===== src/hdl/flrt_pkg.sv =====
// Package for the flash ring log slot tracker.
// Holds sizes, header constants, event codes and the structs shared by the tracker modules.
// No dependencies.
package flrt_pkg;

  localparam int MAX_PAGES = 4096;
  localparam int MAP_BITS  = 64;
  localparam int MAP_WORDS = MAX_PAGES / MAP_BITS;
  localparam int ADDR_W    = $clog2(MAP_WORDS);
  localparam int OFF_W     = $clog2(MAP_BITS);
  localparam int PAGE_W    = 12;
  localparam int SUM_W     = ((PAGE_W > 8) ? PAGE_W : 8) + 1;
  localparam int NPCFG_W   = 13;
  localparam int L2CFG_W   = 3;
  localparam int CNT_W     = 32;
  localparam int PADDR_W   = 3;
  localparam int PDATA_W   = 32;

  localparam logic [CNT_W-1:0] NONE_SEQ  = 32'hffff_ffff;
  localparam logic [CNT_W-1:0] SEQ_LOW   = 32'h4000_0000;
  localparam logic [CNT_W-1:0] SEQ_HIGH  = 32'hc000_0000;
  localparam logic [CNT_W-1:0] SEQ_HALF  = 32'h8000_0000;
  localparam logic [CNT_W-1:0] REC_MAGIC = 32'h5d00_5d00;

  localparam logic [NPCFG_W-1:0] NUM_PAGES_RST = 13'd4096;
  localparam logic [L2CFG_W-1:0] PPB_LOG2_RST  = 3'd5;

  typedef enum logic {
    REG_NUM_PAGES = 1'b0,
    REG_PPB_LOG2  = 1'b1
  } reg_idx_e;

  typedef enum logic [2:0] {
    MODE_SCAN   = 3'd0,
    MODE_FINISH = 3'd1,
    MODE_WRITE  = 3'd2,
    MODE_ALIGN  = 3'd3,
    MODE_BAD    = 3'd4,
    MODE_ERASED = 3'd5
  } mode_e;

  typedef enum logic [1:0] {
    ST_IDLE,
    ST_WB,
    ST_CLR2
  } state_e;

  typedef struct packed {
    logic                wr;
    logic                set;
    logic                clr2;
    logic [ADDR_W-1:0]   addr;
    logic [ADDR_W-1:0]   addr_b;
    logic [MAP_BITS-1:0] mask;
  } map_op_t;

  typedef struct packed {
    logic [PAGE_W-1:0] np;
    logic [CNT_W-1:0]  count;
    logic              all_bad;
  } pos_t;

endpackage


===== src/hdl/flrt_pos_unit.sv =====
// Write position, sequence count, newest-record tracker and bad-block skip count.
// Decodes each transaction into a bitmap read-modify-write operation.
// Depends on flrt_pkg.
module flrt_pos_unit (
  input  logic                          clk_i,
  input  logic                          rst_ni,
  input  logic                          accept_i,
  input  flrt_pkg::mode_e               mode_i,
  input  logic [flrt_pkg::PAGE_W-1:0]   page_i,
  input  logic                          page_bad_i,
  input  logic                          read_ok_i,
  input  logic [flrt_pkg::CNT_W-1:0]    seq_word_i,
  input  logic [flrt_pkg::CNT_W-1:0]    magic_word_i,
  input  logic                          panic_i,
  input  logic [flrt_pkg::NPCFG_W-1:0]  cfg_num_pages_i,
  input  logic [flrt_pkg::L2CFG_W-1:0]  cfg_ppb_log2_i,
  output flrt_pkg::map_op_t             op_o,
  output flrt_pkg::pos_t                pos_o
);
  import flrt_pkg::*;

  logic [PAGE_W-1:0]   np_q, np_d;
  logic [CNT_W-1:0]    cnt_q, cnt_d;
  logic [CNT_W-1:0]    best_cnt_q, best_cnt_d;
  logic [PAGE_W-1:0]   best_pg_q, best_pg_d;
  logic [SUM_W-1:0]    bs_q, bs_d;

  logic [SUM_W-1:0]    eff;
  logic [SUM_W-1:0]    ppb;
  logic [SUM_W-1:0]    ppb_m1;
  logic [SUM_W-1:0]    blocks;
  logic [SUM_W-1:0]    np_ext;
  logic [SUM_W-1:0]    base_np;
  logic [CNT_W-1:0]    base_cnt;
  logic [SUM_W-1:0]    inc_np;
  logic [SUM_W-1:0]    adv_np;
  logic [CNT_W-1:0]    inc_cnt;
  logic [CNT_W-1:0]    adv_cnt;
  logic [SUM_W-1:0]    up_np;
  logic [SUM_W-1:0]    al_np;
  logic [SUM_W-1:0]    sk_np;
  logic                done_now;
  logic                scan_ok;
  logic                blank;
  logic                rec;
  logic                take;
  logic [OFF_W-1:0]    blk_off;
  logic [MAP_BITS-1:0] blk_mask;

  always_comb begin
    if (32'(cfg_num_pages_i) > 32'(MAX_PAGES)) begin
      eff = SUM_W'(MAX_PAGES);
    end else if (cfg_num_pages_i == '0) begin
      eff = SUM_W'(1);
    end else begin
      eff = SUM_W'(cfg_num_pages_i);
    end
    ppb      = SUM_W'(1) << cfg_ppb_log2_i;
    ppb_m1   = ppb - SUM_W'(1);
    blocks   = eff >> cfg_ppb_log2_i;
    np_ext   = SUM_W'(np_q);
    done_now = (bs_q != '0) && (bs_q >= blocks);
  end

  always_comb begin
    if (mode_i == MODE_FINISH) begin
      base_np  = (best_cnt_q == NONE_SEQ) ? (eff - SUM_W'(1)) : SUM_W'(best_pg_q);
      base_cnt = (best_cnt_q == NONE_SEQ) ? '0 : best_cnt_q;
    end else begin
      base_np  = np_ext;
      base_cnt = cnt_q;
    end
    inc_np  = base_np + SUM_W'(1);
    adv_np  = (inc_np >= eff) ? '0 : inc_np;
    inc_cnt = base_cnt + CNT_W'(1);
    adv_cnt = (inc_cnt == NONE_SEQ) ? '0 : inc_cnt;
    up_np   = ((np_ext >> cfg_ppb_log2_i) + SUM_W'(1)) << cfg_ppb_log2_i;
    if ((np_ext & ppb_m1) != '0) begin
      al_np = (up_np >= eff) ? '0 : up_np;
    end else begin
      al_np = np_ext;
    end
    sk_np = ((np_ext + ppb) >= eff) ? '0 : (np_ext + ppb);
  end

  always_comb begin
    scan_ok = (SUM_W'(page_i) < eff) && !page_bad_i;
    blank   = read_ok_i && (seq_word_i == NONE_SEQ) && (magic_word_i == NONE_SEQ);
    rec     = read_ok_i && (seq_word_i != NONE_SEQ) && (magic_word_i == REC_MAGIC);
    take    = (best_cnt_q == NONE_SEQ)
           || ((seq_word_i < SEQ_LOW) && (best_cnt_q > SEQ_HIGH))
           || ((seq_word_i > best_cnt_q) && (seq_word_i < SEQ_HIGH))
           || ((seq_word_i > best_cnt_q) && (seq_word_i > SEQ_HIGH)
               && (best_cnt_q > SEQ_HALF));
    blk_off  = np_q[OFF_W-1:0] & ~ppb_m1[OFF_W-1:0];
    blk_mask = ((MAP_BITS'(1) << ppb) - MAP_BITS'(1)) << blk_off;
  end

  always_comb begin
    np_d       = np_q;
    cnt_d      = cnt_q;
    best_cnt_d = best_cnt_q;
    best_pg_d  = best_pg_q;
    bs_d       = bs_q;
    op_o.wr    = 1'b0;
    op_o.set   = 1'b0;
    op_o.clr2  = 1'b0;
    op_o.addr  = np_q[PAGE_W-1:OFF_W];
    op_o.mask  = MAP_BITS'(1) << np_q[OFF_W-1:0];
    case (mode_i)
      MODE_SCAN: begin
        op_o.addr = page_i[PAGE_W-1:OFF_W];
        op_o.mask = MAP_BITS'(1) << page_i[OFF_W-1:0];
        op_o.wr   = scan_ok;
        op_o.set  = !blank;
        if (scan_ok && rec && take) begin
          best_cnt_d = seq_word_i;
          best_pg_d  = page_i;
        end
      end
      MODE_FINISH: begin
        np_d       = PAGE_W'(adv_np);
        cnt_d      = adv_cnt;
        best_cnt_d = NONE_SEQ;
        best_pg_d  = '0;
      end
      MODE_WRITE: begin
        op_o.wr  = 1'b1;
        op_o.set = 1'b1;
        if (!panic_i) begin
          np_d  = PAGE_W'(adv_np);
          cnt_d = adv_cnt;
        end
      end
      MODE_ALIGN: begin
        bs_d = '0;
        np_d = PAGE_W'(al_np);
      end
      MODE_BAD: begin
        if (!done_now) begin
          bs_d = bs_q + SUM_W'(1);
          np_d = PAGE_W'(sk_np);
        end
      end
      MODE_ERASED: begin
        op_o.wr   = 1'b1;
        op_o.set  = 1'b0;
        op_o.mask = blk_mask;
        op_o.clr2 = ppb > SUM_W'(MAP_BITS);
      end
      default: begin
      end
    endcase
    op_o.addr_b = np_d[PAGE_W-1:OFF_W];
  end

  always_ff @(posedge clk_i or negedge rst_ni) begin
    if (!rst_ni) begin
      np_q       <= '0;
      cnt_q      <= '0;
      best_cnt_q <= NONE_SEQ;
      best_pg_q  <= '0;
      bs_q       <= '0;
    end else if (accept_i) begin
      np_q       <= np_d;
      cnt_q      <= cnt_d;
      best_cnt_q <= best_cnt_d;
      best_pg_q  <= best_pg_d;
      bs_q       <= bs_d;
    end
  end

  assign pos_o.np      = np_q;
  assign pos_o.count   = cnt_q;
  assign pos_o.all_bad = done_now;

endmodule


===== config.mk =====
export PLATFORM = sky130hd
export DESIGN_NAME = flrt_pos_unit
export DESIGN_NICKNAME = d
export VERILOG_FILES = /design/src/hdl/flrt_pkg.sv /design/src/hdl/flrt_pos_unit.sv
export SDC_FILE = /design/constraint.sdc
export NUM_CORES = 1
export LEC_CHECK = 0
export ABC_AREA = 1
export BUFFER_PORTS_ARGS = -buffer_cell sky130_fd_sc_hd__buf_2
export CAP_MARGIN = 20
export CORE_MARGIN = 10
export CORE_UTILIZATION = 35
export CTS_BUF_LIST = sky130_fd_sc_hd__clkbuf_2
export DETAILED_ROUTE_END_ITERATION = 7
export PLACE_DENSITY = 0.59
export SLEW_MARGIN = 0
export SYNTH_ARGS = -nofsm -noshare
export SYNTH_HDL_FRONTEND = slang
export SYNTH_SLANG_ARGS = --single-unit
export TNS_END_PERCENT = 100

===== constraint.sdc =====
create_clock -name clk_i -period 7.5 [get_ports clk_i]
set_input_delay 1.5 -clock clk_i [delete_from_list [all_inputs] [get_ports clk_i]]
set_output_delay 1.5 -clock clk_i [all_outputs]
set_load 0.1 [all_outputs]

==> results.txt <==
----------------------------------------------------
[Synthesis]
  Post-Syn Instances ... approximately 2700
  Most used DFF post-synth ... dfrtp_1
  Mean Syn Cell Area ... 5.676 µm²
  Warnings, synthesis ... 0
  Register area share after synthesis ... 16.94%
  Number of different library cells in the post-synthesis netlist ... 60
  Flip-flop and latch count after synthesis ... 101
  Post-synth ARST share ... 100.0%
  Post-synth net total ... between 2000 and 3000
  Total standard cell area after synthesis ... 15160 µm²
  Number of enable-type register cells in the synthesized netlist ... 0

[Route]
  TritonRoute pass-1 iters ... 5
  Detailed-route wire length ... ~67 mm
  DR WL/cell ... 19.24 µm
  Ratio of routed vias to standard cells ... 5.538
  Number of DRC markers after the initial detailed-route iteration ... 1995
  Number of vias after detailed routing ... 19150
  Number of antenna-violating nets in the routed design ... 0
  DRC violations left ... 0

[Hold path]
  Hold path depth ... 2
  Worst Hold Class ... reg2reg
  Hold path startpoint ... best_cnt_q[28]$_DFFE_PN1P_
  Endpoint of the worst hold-timing path ... best_cnt_q[28]$_DFFE_PN1P_

[Global route]
  GRT Residual Overflow ... 0
  First-pass GRT wire length ... 103.3 mm
  Initial antenna violation count ... 4
  Largest net degree at the start of global routing ... 70
  Via count of the first global-routing pass ... 18420
  Global-route usage over all layers ... about a quarter

[Clock tree]
  Total clock sinks ... 101
  Worst-case clock buffer depth ... 2
  CTS tree ... built
  Number of CTS-inserted buffers ... 9
  Clock input transition at the sequential cells of the worst setup and hold paths ... 290 ps
  Maximum level of the CTS H-tree ... 3
  Root Buffer Master ... clkbuf_2
  Clock latency of the later-clocked register in the worst-skew pair ... 680 ps

[Setup path]
  R2R Path Start ... best_cnt_q[31]$_DFFE_PN1P_
  Largest delay share family, worst path ... simple AND/OR/NAND/NOR gates
  Setup slack on the worst flop-to-flop path ... 2650 ps
  Worst Path Arrival ... 5720 ps
  Endpoint of the worst-slack reg-to-reg timing path ... np_q[0]$_DFFE_PN0P_
  Number of buffer and inverter stages on the critical path ... 9
  Delay contributed by the slowest stage of the critical path ... 320 ps
  Crit Path Category ... in2out
  Kind of launch point of the worst setup path ... primary input
  Maximum net fanout on the critical path ... 30
  Kind of end point of the critical path ... output pin
  Data required time of the worst path ... 6000 ps
  Cell type of the slowest stage on the worst timing path ... ha_1
  Worst reg-to-reg path cell count ... 29
  Dominant cell type by count on the critical path ... nand2_1

[Timing]
  Worst rel slew slack ... 30.85%
  Final critical-path required period ... ~7200 ps
  Unrepaired setup endpoints after global routing ... true
  Part of the cycle the worst path needs ... between 90% and 100%
  Tightest Pin Transition ... 1036 ps
  Number of failing setup endpoints in the final timing report ... 0
  Final hold violations ... 0
  Maximum operating frequency ... 138.5 MHz
  Number of pins with negative max-slew slack in the final report ... 0
  Final Skew ... between 40 and 50 ps

[Place]
  Post-detailed-placement half-perimeter wirelength ... 53.89 mm
  Number of buffer cells added on primary ports ... 224
  Weighted congestion at the end of routability-driven global placement ... 1.032
  Placed Cells incl. Taps ... 3432

[Flow run]
  Max-cap check violation count ... 0

[Power and ir drop]
  Power density over the cells ... approximately 210 nW/µm²
  Leakage power total ... 9.067 nW
  Maximum vdd ir drop ... 0.1732 mV
  Total power ... roughly 3.8 mW

[Floorplanning]
  Die width ... 228.1 µm
  Area of the core ... 42980 µm²
  I/O Pins ... 225
  Initial standard-cell utilization of the core ... 35.27%
  Die footprint ... 52040 µm²
  Die outline height ... around 230 µm
  Standard-cell rows ... 76

[Cells and area]
  Nets ... 3078
  Number of fill cells in the layout ... 4714
  Count of placed standard cells in the final layout, fillers left out ... around 3500
  Layout cells sized above 1 ... 14.92%
  Growth of design area from synthesis to finish ... 19.96%

[Outcome]
  Result of the run ... completed

----------------------------------------------------
[sequential cells by signal (all words and copies together) (netlist names)]
register / cells
best_cnt_q: 32
bs_q: 13
cnt_q: 32
best_pg_q: 12
np_q: 12
[timing repair]
action	in CTS	in global routing
gates resized for setup	0	36
setup buffers	0	4
hold buffers	0	0
endpoints found under the setup margin	0	6
[routing by layer]
metal	vias to the layer above	track usage, %	wire (µm)
met1	8975	30.52	27840
li1	9246	-	-
met4	0	9.040	2298
met3	136	2.767	4207
met5	-	0	0
met2	792	42.25	32170
[power breakdown]
| group | switching (mW) | leakage (nW) | internal [mW] | total, mW |
|---|---|---|---|---|
| sequential | 0.139 | 1.25 | 0.680 | 0.818 |
| combinational | 2.02 | 7.76 | 0.717 | 2.74 |
| clock | 0.218 | 0.0598 | 0.0450 | 0.263 |
[cell type report]
cell class	count	area, µm²	area share, %
inverters	304	1149	6.316
clock buffers	10	50.05	0.2752
diodes	5	12.51	0.06880
flip-flops and latches	101	2569	14.13
repair buffers	295	2634	14.48
clock inverters	6	38.79	0.2133
well taps	585	732.0	4.025
multi-input cells	2152	11000	60.49
[Yosys cell counts, types with 5 or more instances]
cell	n	area (µm²)
o21ai_0	167	835.8
and2_1	7	43.79
a31oi_1	5	31.28
o21ai_1	29	145.1
buf_6	5	56.30
dfrtp_1	69	1727
nand2_1	879	3299
xor2_1	12	105.1
buf_4	12	90.09
o32ai_1	5	43.79
clkbuf_1	61	229.0
nand3b_1	22	165.2
nor2_2	8	50.05
nor3_1	26	130.1
nor4_1	22	137.6
buf_2	21	105.1
nand3_1	240	1201
or2_2	30	187.7
inv_2	9	33.78
o22ai_1	24	150.1
o221ai_1	20	175.2
nor2_1	263	987.2
nand4_1	65	406.6
buf_1	15	56.30
o21bai_1	6	45.04
o21ai_2	9	78.83
a21oi_1	109	545.5
ha_1	113	1414
o211ai_1	27	202.7
dfstp_2	32	840.8
inv_1	290	1089
o21a_1	6	45.04
[cell families (layout without fill, tap and decap cells)]
family	after synthesis	after routing	share of synthesized area, %
AO/OA/AOI/OAI	438	438	16.83
XOR/XNOR	15	15	0.8666
adder cells (fa/ha/maj)	114	114	9.459
buffers and inverters	418	615	11.08
flip-flops	101	101	16.94
multiplexers	4	4	0.2641
other	1	6	0.02474
AND/OR/NAND/NOR	1580	1580	44.54
[per-stage QoR]
step                instance area (µm²)  hold WS, ps  setup slack (ps)  setup TNS [ps]  utilization, %
floorplan                         15160        436.7             46.24               0               -
global placement                  17920        453.9             137.7               0           41.70
detailed placement                17920        458.9             104.3               0           41.70
CTS                               18010        492.0             93.56               0           41.91
global route                      18180        508.7            -8.805          -11.46           42.30
finish                            18180        492.9             279.1               0           42.31
[tightest hold or removal path: cells and delay by family, from the launching register on]
family	cells	cell delay, ps
AND/OR/NAND/NOR	2	100
flip-flops	1	450
[worst max path at each step]
stage / from / end / cells after the start
6_report: cfg_ppb_log2_i[1] / op_o[64] / 29
5_1_grt: cfg_num_pages_i[2] / op_o[65] / 31
4_1_cts: cfg_ppb_log2_i[0] / op_o[67] / 30
3_5_place_dp: cfg_ppb_log2_i[0] / op_o[67] / 30
3_3_place_gp: cfg_ppb_log2_i[0] / op_o[67] / 30
2_1_floorplan: cfg_ppb_log2_i[0] / op_o[53] / 18
[cells in the final DEF (no fill, tap or decap), drive strengths merged, types with 32 or more instances in the layout]
cell | Yosys | final
nand2 | 884 | 884
nor2 | 271 | 271
dfstp | 32 | 32
o21ai | 205 | 205
buf | 53 | 295
a21oi | 109 | 109
nand4 | 65 | 65
or2 | 32 | 32
nand3 | 241 | 241
inv | 299 | 300
dfrtp | 69 | 69
ha | 113 | 113
(Power assumes the default switching activity.)
